`src/rtl/core/ctt_pkg.sv`:
```
`timescale 1ns / 1ps
// ----------------------------------------------------------------------------
// ctt_pkg
// shared types and constants of the countdown timer tick converter
// ----------------------------------------------------------------------------
package ctt_pkg;

  localparam int WORD_W     = 64;
  localparam int HALF_W     = 32;
  localparam int RATE_W     = 32;
  localparam int DIV_W      = 20;   // holds the largest divisor, one million
  localparam int DIV_CNT_W  = 6;    // one quotient bit per step, WORD_W steps

  localparam logic [RATE_W-1:0] RATE_RESET  = 32'd1000;
  localparam logic [RATE_W-1:0] RATE_US_LIM = 32'd1000;
  localparam logic [DIV_W-1:0]  US_PER_S    = 20'd1000000;
  localparam logic [DIV_W-1:0]  MS_PER_S    = 20'd1000;
  localparam logic [DIV_W-1:0]  US_PER_MS   = 20'd1000;

  typedef enum logic [2:0] {
    REQ_RESTART = 3'd0,
    REQ_READ    = 3'd1,
    REQ_SET_US  = 3'd2,
    REQ_SET_MS  = 3'd3,
    REQ_CHECK   = 3'd4
  } req_t;

  // request to the shared divider
  typedef struct packed {
    logic              start;
    logic [WORD_W-1:0] dividend;
    logic [DIV_W-1:0]  divisor;
  } div_req_t;

endpackage

```
`src/rtl/core/ctt_mul.sv`:
```
`timescale 1ns / 1ps
// ----------------------------------------------------------------------------
// ctt_mul
// 32 x 32 multiplier with a registered product
// ----------------------------------------------------------------------------
module ctt_mul import ctt_pkg::*; (
  input  logic              clk,
  input  logic [HALF_W-1:0] a,
  input  logic [RATE_W-1:0] b,
  output logic [WORD_W-1:0] p
);

  logic [WORD_W-1:0] prod;
  logic [WORD_W-1:0] p_r;

  assign prod = {{(WORD_W-HALF_W){1'b0}}, a} * {{(WORD_W-RATE_W){1'b0}}, b};

  always_ff @(posedge clk) begin
    p_r <= prod;
  end

  assign p = p_r;

endmodule

```
`src/rtl/core/ctt_div.sv`:
```
`timescale 1ns / 1ps
// ----------------------------------------------------------------------------
// ctt_div
// restoring divider, 64-bit dividend by a narrow divisor, one bit per cycle
// ----------------------------------------------------------------------------
module ctt_div import ctt_pkg::*; (
  input  logic              clk,
  input  logic              rst_n,
  input  div_req_t          req,
  output logic              done,
  output logic [WORD_W-1:0] quotient
);

  logic                 busy_r;
  logic                 done_r;
  logic [DIV_CNT_W-1:0] cnt_r;
  logic [DIV_W-1:0]     rem_r;
  logic [WORD_W-1:0]    quo_r;
  logic [DIV_W-1:0]     dsr_r;

  logic [DIV_W:0]       shifted;
  logic [DIV_W:0]       diff;
  logic                 take;

  assign shifted = {rem_r, quo_r[WORD_W-1]};
  assign take    = shifted >= {1'b0, dsr_r};
  assign diff    = shifted - {1'b0, dsr_r};

  always_ff @(posedge clk) begin
    if (!rst_n) begin
      busy_r <= 1'b0;
      done_r <= 1'b0;
      cnt_r  <= '0;
    end else begin
      done_r <= 1'b0;
      if (req.start) begin
        busy_r <= 1'b1;
        cnt_r  <= '0;
      end else if (busy_r) begin
        cnt_r <= cnt_r + 1'b1;
        if (cnt_r == DIV_CNT_W'(WORD_W - 1)) begin
          busy_r <= 1'b0;
          done_r <= 1'b1;
        end
      end
    end
  end

  always_ff @(posedge clk) begin
    if (req.start) begin
      rem_r <= '0;
      quo_r <= req.dividend;
      dsr_r <= req.divisor;
    end else if (busy_r) begin
      rem_r <= take ? diff[DIV_W-1:0] : shifted[DIV_W-1:0];
      quo_r <= {quo_r[WORD_W-2:0], take};
    end
  end

  assign done     = done_r;
  assign quotient = quo_r;

endmodule

```
`src/rtl/core/countdown_timer_tick_converter.sv`:
```
`timescale 1ns / 1ps
// ----------------------------------------------------------------------------
// countdown_timer_tick_converter
// start mark, elapsed read and countdown deadline beside a free-running timer
// ----------------------------------------------------------------------------
// sequence: restart, read, check and unused codes go from decode straight to the
//   result; a set runs k+1 multiply rounds for k halving rounds (0..19, at most 9
//   for milliseconds) and then the 64-step divide, an overflow gives up after its
//   last round; a microsecond set at a rate of 1000 Hz or less first runs the pre-scale divide
// throughput: one beat at a time, the next accepted the cycle after the result
//   is loaded; a set is held up by the 64-step divider and its multiply rounds
// reset: synchronous active low; rate back to 1000 Hz, start mark and
//   deadline cleared, output empty
module countdown_timer_tick_converter import ctt_pkg::*; (
  input  logic              clk,
  input  logic              rst_n,
  // configuration write
  input  logic              cfg_valid,
  output logic              cfg_ready,
  input  logic [RATE_W-1:0] cfg_tick_rate_hz,
  // request channel
  input  logic              in_valid,
  output logic              in_ready,
  input  logic [2:0]        in_req_type,
  input  logic [WORD_W-1:0] in_now_ticks,
  input  logic [WORD_W-1:0] in_duration,
  // result channel
  output logic              out_valid,
  input  logic              out_ready,
  output logic [WORD_W-1:0] out_elapsed_ticks,
  output logic              out_countdown_done,
  output logic              out_overflow_error
);

  typedef enum logic [2:0] {
    ST_IDLE,
    ST_DECODE,
    ST_PREDIV,
    ST_MUL_LO,
    ST_MUL_HI,
    ST_CHECK,
    ST_DIVIDE,
    ST_RESP
  } state_t;

  state_t            state_r;
  logic [RATE_W-1:0] rate_r;
  logic [WORD_W-1:0] start_mark_r;
  logic [WORD_W-1:0] deadline_r;

  // latched request beat
  logic [2:0]        req_r;
  logic [WORD_W-1:0] now_r;
  logic [WORD_W-1:0] dur_r;
  logic [DIV_W-1:0]  div_r;
  logic [WORD_W-1:0] plo_r;

  // pending result, then the output register
  logic [WORD_W-1:0] res_elapsed_r;
  logic              res_done_r;
  logic              res_err_r;
  logic              out_valid_r;
  logic [WORD_W-1:0] out_elapsed_r;
  logic              out_done_r;
  logic              out_err_r;

  // shared units
  logic [HALF_W-1:0] mul_a;
  logic [WORD_W-1:0] mul_p;
  div_req_t          div_req;
  logic              div_done;
  logic [WORD_W-1:0] div_q;

  // product of the current round: {sum, plo_r[31:0]} is 97 bits wide
  logic [WORD_W:0]   sum;
  logic              ovf;
  logic              slot_free;

  assign cfg_ready = 1'b1;
  assign in_ready  = (state_r == ST_IDLE);
  assign slot_free = !out_valid_r || out_ready;

  assign sum = {1'b0, mul_p} + {{(WORD_W-HALF_W+1){1'b0}}, plo_r[WORD_W-1:HALF_W]};
  assign ovf = |sum[WORD_W:HALF_W];

  // low half of the duration first, then the high half
  assign mul_a = (state_r == ST_MUL_HI) ? dur_r[WORD_W-1:HALF_W] : dur_r[HALF_W-1:0];

  // divider serves the microsecond pre-scale and the final tick division
  always_comb begin
    div_req.start    = 1'b0;
    div_req.dividend = dur_r;
    div_req.divisor  = US_PER_MS;
    if (state_r == ST_DECODE) begin
      div_req.start = (req_r == REQ_SET_US) && (rate_r <= RATE_US_LIM);
    end else if (state_r == ST_CHECK) begin
      div_req.start    = !ovf;
      div_req.dividend = {sum[HALF_W-1:0], plo_r[HALF_W-1:0]};
      div_req.divisor  = div_r;
    end
  end

  ctt_mul u_mul (
    .clk (clk),
    .a   (mul_a),
    .b   (rate_r),
    .p   (mul_p)
  );

  ctt_div u_div (
    .clk      (clk),
    .rst_n    (rst_n),
    .req      (div_req),
    .done     (div_done),
    .quotient (div_q)
  );

  // control, architectural state and output register
  always_ff @(posedge clk) begin
    if (!rst_n) begin
      state_r      <= ST_IDLE;
      rate_r       <= RATE_RESET;
      start_mark_r <= '0;
      deadline_r   <= '0;
      out_valid_r  <= 1'b0;
    end else begin
      if (cfg_valid && cfg_ready) begin
        rate_r <= cfg_tick_rate_hz;
      end
      // beat taken with no new one behind it
      if (out_valid_r && out_ready && state_r != ST_RESP) begin
        out_valid_r <= 1'b0;
      end

      case (state_r)
        ST_IDLE: begin
          if (in_valid) begin
            state_r <= ST_DECODE;
          end
        end
        ST_DECODE: begin
          case (req_r)
            REQ_RESTART: begin
              start_mark_r <= now_r;
              state_r      <= ST_RESP;
            end
            REQ_SET_US: begin
              state_r <= (rate_r <= RATE_US_LIM) ? ST_PREDIV : ST_MUL_LO;
            end
            REQ_SET_MS: state_r <= ST_MUL_LO;
            default:    state_r <= ST_RESP;
          endcase
        end
        ST_PREDIV: begin
          if (div_done) begin
            state_r <= ST_MUL_LO;
          end
        end
        ST_MUL_LO: state_r <= ST_MUL_HI;
        ST_MUL_HI: state_r <= ST_CHECK;
        ST_CHECK: begin
          if (!ovf) begin
            state_r <= ST_DIVIDE;
          end else if (div_r <= DIV_W'(1)) begin
            // divisor already one: give up, state untouched
            state_r <= ST_RESP;
          end else begin
            state_r <= ST_MUL_LO;
          end
        end
        ST_DIVIDE: begin
          if (div_done) begin
            start_mark_r <= now_r;
            deadline_r   <= now_r + div_q;
            state_r      <= ST_RESP;
          end
        end
        ST_RESP: begin
          if (slot_free) begin
            out_valid_r <= 1'b1;
            state_r     <= ST_IDLE;
          end
        end
        default: state_r <= ST_IDLE;
      endcase
    end
  end

  // payload registers
  always_ff @(posedge clk) begin
    if (state_r == ST_IDLE && in_valid) begin
      req_r <= in_req_type;
      now_r <= in_now_ticks;
      dur_r <= in_duration;
    end
    case (state_r)
      ST_DECODE: begin
        res_elapsed_r <= (req_r == REQ_READ) ? now_r - start_mark_r : '0;
        res_done_r    <= (req_r == REQ_CHECK) && (now_r > deadline_r);
        res_err_r     <= 1'b0;
        div_r         <= (req_r == REQ_SET_US && rate_r > RATE_US_LIM) ? US_PER_S
                                                                        : MS_PER_S;
      end
      ST_PREDIV: begin
        if (div_done) begin
          dur_r <= div_q;
        end
      end
      ST_MUL_HI: plo_r <= mul_p;
      ST_CHECK: begin
        if (ovf) begin
          if (div_r <= DIV_W'(1)) begin
            res_err_r <= 1'b1;
          end else begin
            dur_r <= dur_r >> 1;
            div_r <= div_r >> 1;
          end
        end
      end
      ST_RESP: begin
        if (slot_free) begin
          out_elapsed_r <= res_elapsed_r;
          out_done_r    <= res_done_r;
          out_err_r     <= res_err_r;
        end
      end
      default: ;
    endcase
  end

  assign out_valid          = out_valid_r;
  assign out_elapsed_ticks  = out_elapsed_r;
  assign out_countdown_done = out_done_r;
  assign out_overflow_error = out_err_r;

  // the divider only finishes while the sequencer waits for it
  a_div_done_waited: assert property (@(posedge clk) disable iff (!rst_n)
    div_done |-> (state_r == ST_PREDIV || state_r == ST_DIVIDE))
    else $error("divider finished outside a wait state");

  // halving never drives the divisor to zero
  a_div_nonzero: assert property (@(posedge clk) disable iff (!rst_n)
    state_r == ST_CHECK |-> div_r != '0)
    else $error("tick divisor reached zero");

  // an error beat carries no other result
  a_err_alone: assert property (@(posedge clk) disable iff (!rst_n)
    (out_valid && out_overflow_error) |-> (!out_countdown_done && out_elapsed_ticks == '0))
    else $error("overflow beat carries other results");

  // a failed conversion leaves the deadline alone
  a_err_keeps_state: assert property (@(posedge clk) disable iff (!rst_n)
    (state_r == ST_RESP && res_err_r) |-> $stable(deadline_r))
    else $error("deadline changed on a failed conversion");

endmodule
```
`config.mk`:
```
export PLATFORM = sky130hd
export DESIGN_NAME = countdown_timer_tick_converter
export DESIGN_NICKNAME = d
export VERILOG_FILES = /design/src/rtl/core/ctt_pkg.sv /design/src/rtl/core/ctt_mul.sv /design/src/rtl/core/ctt_div.sv /design/src/rtl/core/countdown_timer_tick_converter.sv
export SDC_FILE = /design/constraint.sdc
export NUM_CORES = 2
export LEC_CHECK = 0
export BUFFER_PORTS_ARGS = -buffer_cell sky130_fd_sc_hd__buf_2
export CAP_MARGIN = 0
export CORE_MARGIN = 2
export CORE_UTILIZATION = 46
export DETAILED_ROUTE_END_ITERATION = 6
export PLACE_DENSITY_LB_ADDON = 0.05
export SLEW_MARGIN = 20
export SYNTH_ARGS = -nofsm -noshare
export SYNTH_HDL_FRONTEND = slang
export SYNTH_SLANG_ARGS = --single-unit
```
`constraint.sdc`:
```
create_clock -name clk -period 10.86 [get_ports clk]
set_input_delay 0.543 -clock clk [delete_from_list [all_inputs] [get_ports clk]]
set_output_delay 0.543 -clock clk [all_outputs]
set_load 0.02 [all_outputs]
```
Yosys cells after proc, flatten, opt, wreduce, memory -nomap -nowiden
Cells that the tools add are included.

Flip-flop bits (word level): 687. Output and inout bits: 69. Word-level logic and storage cells: 120. Input bits: 168.

$mul: 1. $lt $le $gt $ge: 5. Mux-type cells: 38. Bitwise logic cells: 3. Reductions and logical operators: 24. Add/subtract/negate cells: 5. Eq/ne operators: 21.

Operator list (count): 2-to-1 mux 64 bit (8); case mux 64 bit (2 select lines) (2); 2-to-1 mux 85 bit (1); 2-to-1 mux 84 bit (1); 2-to-1 mux 20 bit (4); adder 64 x 32 -> 65 bit (1); adder 64 bit (1); > comparator 64 bit (1); multiplier 32 x 32 -> 64 bit (1); subtractor 64 bit (1); case mux 20 bit (2 select lines) (1); OR reduction 33 bit (1); > comparator 32 x 10 -> 1 bit (second input constant) (1); less-or-equal comparator 32 x 10 -> 1 bit (second input constant) (1); 2-to-1 mux 32 bit (1); case mux 3 bit (8 select lines) (1); >= comparator 21 x 20 -> 1 bit (1); less-or-equal comparator 20 x 1 -> 1 bit (second input constant) (1); subtractor 20 bit (1); 2-to-1 mux 3 bit (6); equality test 3 bit (second input constant) (5); equality test 3 x 2 -> 1 bit (second input constant) (4); 2-to-1 mux 1 bit (11); AND reduction 3 bit (3); other kinds (18) (38).

Logic depth before layout (Yosys ltp)
Depth after elaboration: 6. Gate-level depth with buffers: 35. Mapped depth without buffers: 32.

Modules after synthesis
Synthesis repeated with hierarchy kept, for this count alone.

Cell total of the unflattened synthesis: 7528. Area, all modules: 71170.8 um2.

Modules (own cells, without submodules): ctt_mul (area each 34469.3 um2, sequential area each 1281.2 um2, times used 1, cells an instance 3732); countdown_timer_tick_converter (area each 30940.9 um2, sequential area each 13062.5 um2, times used 1, cells an instance 3321); ctt_div (area each 5760.5 um2, sequential area each 3083.0 um2, times used 1, cells an instance 475).

Worst setup path before layout
Ideal clock, no wire load.

Path kind: reg-to-reg. From: register state_r[2]. To: register u_mul.p_r[61] (netlist: u_mul.p[61]). Slack: -306 ps. Path buffers: 4. Cell stages (with the launch flop): 33. Data arrival time: 11095 ps. Cell sequence: dfxtp_1 > clkbuf_1 > inv_1 > nor3_1 > clkbuf_1 > mux2_2 > clkbuf_1 > and2_1 > fa_1 > fa_1 > inv_1 > fa_1 > fa_1 > inv_1 > fa_1 > fa_1 > fa_1 > inv_1 > fa_1 > inv_1 > ha_1 > clkbuf_1 > nand4_1 > nor4_1 > nor3b_1 > nor3_1 > and3_1 > o31ai_1 > a41oi_1 > a2111oi_1 > a2111oi_0 > nor3_1 > xor2_1.

Longest elaborated chain between the ends: 3.

Ends and longest elaborated chain: from (decl) (RTL line countdown_timer_tick_converter.sv:46) `state_t state_r;`; from (signal assigned) (RTL line countdown_timer_tick_converter.sv:148) `state_r <= (rate_r <= RATE_US_LIM) ? ST_PREDIV : ST_MUL_LO;`; equality test 3 bit (RTL line countdown_timer_tick_converter.sv:87) `assign mul_a = (state_r == ST_MUL_HI) ? dur_r[WORD_W-1:HALF_W] : dur_r[HALF_W-1:0];`; 2-to-1 mux 32 bit (RTL line countdown_timer_tick_converter.sv:87); multiplier 32 x 32 -> 64 bit (RTL line ctt_mul.sv:16) `assign prod = {{(WORD_W-HALF_W){1'b0}}, a} * {{(WORD_W-RATE_W){1'b0}}, b};`; named net u_mul.prod[61] (RTL line ctt_mul.sv:13) `logic [WORD_W-1:0] prod;`; to (signal assigned) (RTL line ctt_mul.sv:19) `p_r <= prod;`; to (decl) (RTL line ctt_mul.sv:14) `logic [WORD_W-1:0] p_r;`.

The timed path passes the listed nets, and every way through them passes these cells. A chain may end at the register's enable or synchronous reset.

Worst setup path after layout
From: register state_r[0]. To: register u_mul.p_r[62] (netlist: u_mul.p[62]).

Same word-level chain as after synthesis.

==> qor.txt <==
family of cells with the greatest summed delay on the critical path: adder cells
sequential-to-total area share from yosys stat: 24.23%
CP most frequent cell: sky130_fd_sc_hd__fa_1
Worst Hold Margin: 0.04478 ns
horizontal die dimension: 399.4 um
required time of the critical path: 11.41 ns
compound-gate portion of the synthesized area: 11.81%
DRC Markers: 2
combinational family with the most area after synthesis: adder cells
remaining global-route overflow: 0
violations in the final reports: DRC
synthesized net count: 9,346
number of enable flip-flop cells after synthesis: 367
largest buffer count on any clock path: 3
number of ports placed on the die boundary: 237
Least-Margin Pin Slew: 1.131 ns
Clk Latency, worst-skew pair: 0.71 ns
maximum operating frequency: 96.15 MHz
effective utilization at floorplan: 46.20%
clock sink count: 687
critical setup path kind: reg2reg
met1 Usage GRT: 37.95%
number of max-capacitance violations reported: 0
fill cell count: 14,670
met2 track demand over resource in global routing: 49.30%
layout net count: 9,402
result of the run: finished, violations left
FF+latch area: 17,440 um^2
number of detailed-route iterations in the first pass: 7
Buf/Inv on CP: 5
synthesized-area fraction occupied by and/or/nand/nor cells: 16.75%
post-synthesis share of cell area spent on xor and xnor gates: 2.789%
count of routing violations after the opening detailed-route iteration: 3,528
number of flip-flops and latches in the synthesized netlist: 687
layout cells sized above 1: 8.303%
standard-cell row count: 145
final clock skew: 0.04382 ns
number of CTS-inserted buffers: 85
Top FF cell, synth: sky130_fd_sc_hd__edfxtp_1
warning count from the yosys run: 0
H-tree Lvls: 3
half-perimeter wire length after detailed placement: 180,100 um
count of pins over their slew limit: 0
CP startpoint kind: flip-flop
Die Height: 399.4 um
Post-Syn Area per Cell: 9.253 um^2
critical path's largest stage delay: 0.92 ns
unrepaired setup endpoints after global routing: false
Die ar.: 159,500 um^2
hold violation total from the final report: 0
largest driver fanout on the critical path: 75
met3 Usage GRT: 3.099%
highest-utilization routing layer at the global route stage: met2
clock tree root buffer cell: sky130_fd_sc_hd__clkbuf_16
Multi-input gate area: 48,750 um^2
fraction of synthesized area in multiplexers: 2.451%
number of setup violations in the final report: 0
via count of the first global-routing pass: 56,617
CTS clk-pin slew, worst paths: 0.07 ns
gr usage total: 28.83%
worst slew margin relative to its limit: 24.61%
portion of the clock cycle consumed by the worst path in the final layout: 95.77%
kind of end point of the critical path: flip-flop
synthesized instance count: 7,772
GPL Wtd Cong: 0.9640
via count: 55,231
number of distinct standard cells referenced by the synthesized netlist: 86
Avg Vias per Cell: 5.544
worst path arrival time: 10.95 ns
utilization of the core after routing: 50.44%
number of antenna violations at the first check in global routing: 18
Post-DRT Antenna Nets: 0
share of flip-flops with an asynchronous set or reset after synthesis: 0%
count of buffers from port buffering: 235
CP max-delay cell: sky130_fd_sc_hd__mux2_2
pin count of the biggest net entering global routing: 103
setup TNS after final layout: 0 ns
Cell Area, Synth: 71,920 um^2
routed wire length per instance: 22.99 um
adder-cell share of the synthesized area: 33.86%
area delta synth->final: 9.179%
Total Routed Length: 229,100 um
CTS tree: built
post-route minimum period: 10.40 ns
flop-to-flop setup slack: 0.46 ns
worst min-delay path category: in2reg
Std-Cell Core Area: 155,700 um^2
first-pass GRT wire length: 348,500 um
-- synth_stat cells, types with 86 or more instances --
cell | instances | area [um^2]
sky130_fd_sc_hd__a21oi_1 | 476 | 2382
sky130_fd_sc_hd__o21ai_0 | 152 | 760.7
sky130_fd_sc_hd__nand4_1 | 136 | 850.8
sky130_fd_sc_hd__and2_1 | 638 | 3991
sky130_fd_sc_hd__dfxtp_1 | 320 | 6406
sky130_fd_sc_hd__nand2_1 | 922 | 3461
sky130_fd_sc_hd__a21o_1 | 157 | 1179
sky130_fd_sc_hd__xor2_1 | 96 | 840.8
sky130_fd_sc_hd__mux2_2 | 105 | 1182
sky130_fd_sc_hd__edfxtp_1 | 367 | 11020
sky130_fd_sc_hd__xnor2_1 | 133 | 1165
sky130_fd_sc_hd__nor2_1 | 357 | 1340
sky130_fd_sc_hd__fa_1 | 900 | 18020
sky130_fd_sc_hd__o211ai_1 | 86 | 645.6
sky130_fd_sc_hd__inv_1 | 1115 | 4185
sky130_fd_sc_hd__clkbuf_1 | 396 | 1486
sky130_fd_sc_hd__ha_1 | 506 | 6331
-- stage by stage --
step	std cells	setup slack, ns	instance area (um^2)
2_1_floorplan	7772	0.7390	71920
3_3_place_gp	9735	0.6202	74900
3_5_place_dp	9735	0.5245	74900
4_1_cts	9959	0.4470	78500
5_1_grt	9961	0.001297	78510
6_report	9963	0.4594	78520
-- sequential cells by signal, indices dropped and copies added, names as in the netlist, 32 cells and up --
name and flops:
start_mark_r 64, res_elapsed_r 64, rate_r 32, dur_r 64, u_mul.p 64, plo_r 64
deadline_r 64, now_r 64, out_elapsed_ticks 64, u_div.quotient 64
-- final timing paths --
path / startpoint / end / cells past startpoint
setup reg to reg: state_r[0]$_SDFFE_PN0P_ / u_mul.p[62]$_DFF_P_ / 29
hold reg to reg: res_elapsed_r[55]$_SDFFCE_PP0P_ / out_elapsed_ticks[55]$_DFFE_PP_ / 0
setup / recovery: state_r[0]$_SDFFE_PN0P_ / u_mul.p[62]$_DFF_P_ / 29
hold / removal: in_now_ticks[10] / now_r[10]$_DFFE_PP_ / 1
-- routing by layer --
metal	vias to the layer above	wire length [um]
met3	361	10780
met2	1478	111100
li1	25700	-
met5	-	20
met1	27690	98260
met4	2	8932
-- what timing repair did --
action | in CTS | in global routing
resized for setup | 0 | 1
endpoints found under the hold margin | 64 | 0
hold buffers | 64 | 0
setup endpoints to repair | 0 | 2
buffers inserted | 0 | 0
-- worst reg2reg max path: cells and delay by family, from the launching register on --
kind / cells / cell delay, ns
flops: 1 / 0.42
compound gates: 10 / 3.00
buf+inv: 5 / 0.58
simple gates: 3 / 0.78
xor+xnor: 1 / 0.15
mux: 1 / 1.03
fa+ha+maj: 9 / 4.28
-- kinds of logic after synthesis --
| kind of cell | after synthesis |
|---|---|
| xor gates and xnor gates | 229 |
| DFF | 687 |
| and+or+nand+nor | 2440 |
| muxes | 163 |
| buffers and inverters | 1546 |
| AOI/OAI and AO/OA | 1300 |
| other | 1 |
| adders and majority gates | 1406 |
-- area by class of cell --
type / instances / share of cell area (%)
inverter: 1118 / 5.354
clock buffer: 110 / 2.959
sequential: 687 / 22.22
multi-input combinational: 5539 / 62.08
tap: 2058 / 3.279
clock inverter: 50 / 0.8111
antenna: 4 / 0.01275
timing repair buffer: 397 / 3.283
-- layout by cell type, fill, tap and decap left out, types with 41 or more instances in the layout --
cell                            netlist  final
sky130_fd_sc_hd__and2_1             638    636
sky130_fd_sc_hd__o32ai_1             44     44
sky130_fd_sc_hd__buf_4                3     96
sky130_fd_sc_hd__inv_1             1115   1114
sky130_fd_sc_hd__clkbuf_16            0     87
sky130_fd_sc_hd__nor3_1              53     52
sky130_fd_sc_hd__xor2_1              96     96
sky130_fd_sc_hd__nand2b_1            43     43
sky130_fd_sc_hd__a211oi_1            47     47
sky130_fd_sc_hd__buf_2                5    235
sky130_fd_sc_hd__mux2_2             105    105
sky130_fd_sc_hd__nand4_1            136    136
sky130_fd_sc_hd__dlygate4sd3_1        0     64
sky130_fd_sc_hd__edfxtp_1           367    367
sky130_fd_sc_hd__a22oi_1             67     67
sky130_fd_sc_hd__o211ai_1            86     86
sky130_fd_sc_hd__nor2_1             357    352
sky130_fd_sc_hd__nand3_1             73     72
sky130_fd_sc_hd__mux2i_1             58     58
sky130_fd_sc_hd__xnor2_1            133    133
sky130_fd_sc_hd__nor2b_1             51     51
sky130_fd_sc_hd__o21ai_0            152    152
sky130_fd_sc_hd__and3_1              42     41
sky130_fd_sc_hd__fa_1               900    900
sky130_fd_sc_hd__dfxtp_1            320    308
sky130_fd_sc_hd__ha_1               506    506
sky130_fd_sc_hd__a21oi_1            476    475
sky130_fd_sc_hd__nand2_1            922    917
sky130_fd_sc_hd__a21o_1             157    157
Power is not shown: default switching activity piles up to over one toggle a cycle in this logic, so the estimate is an artifact.
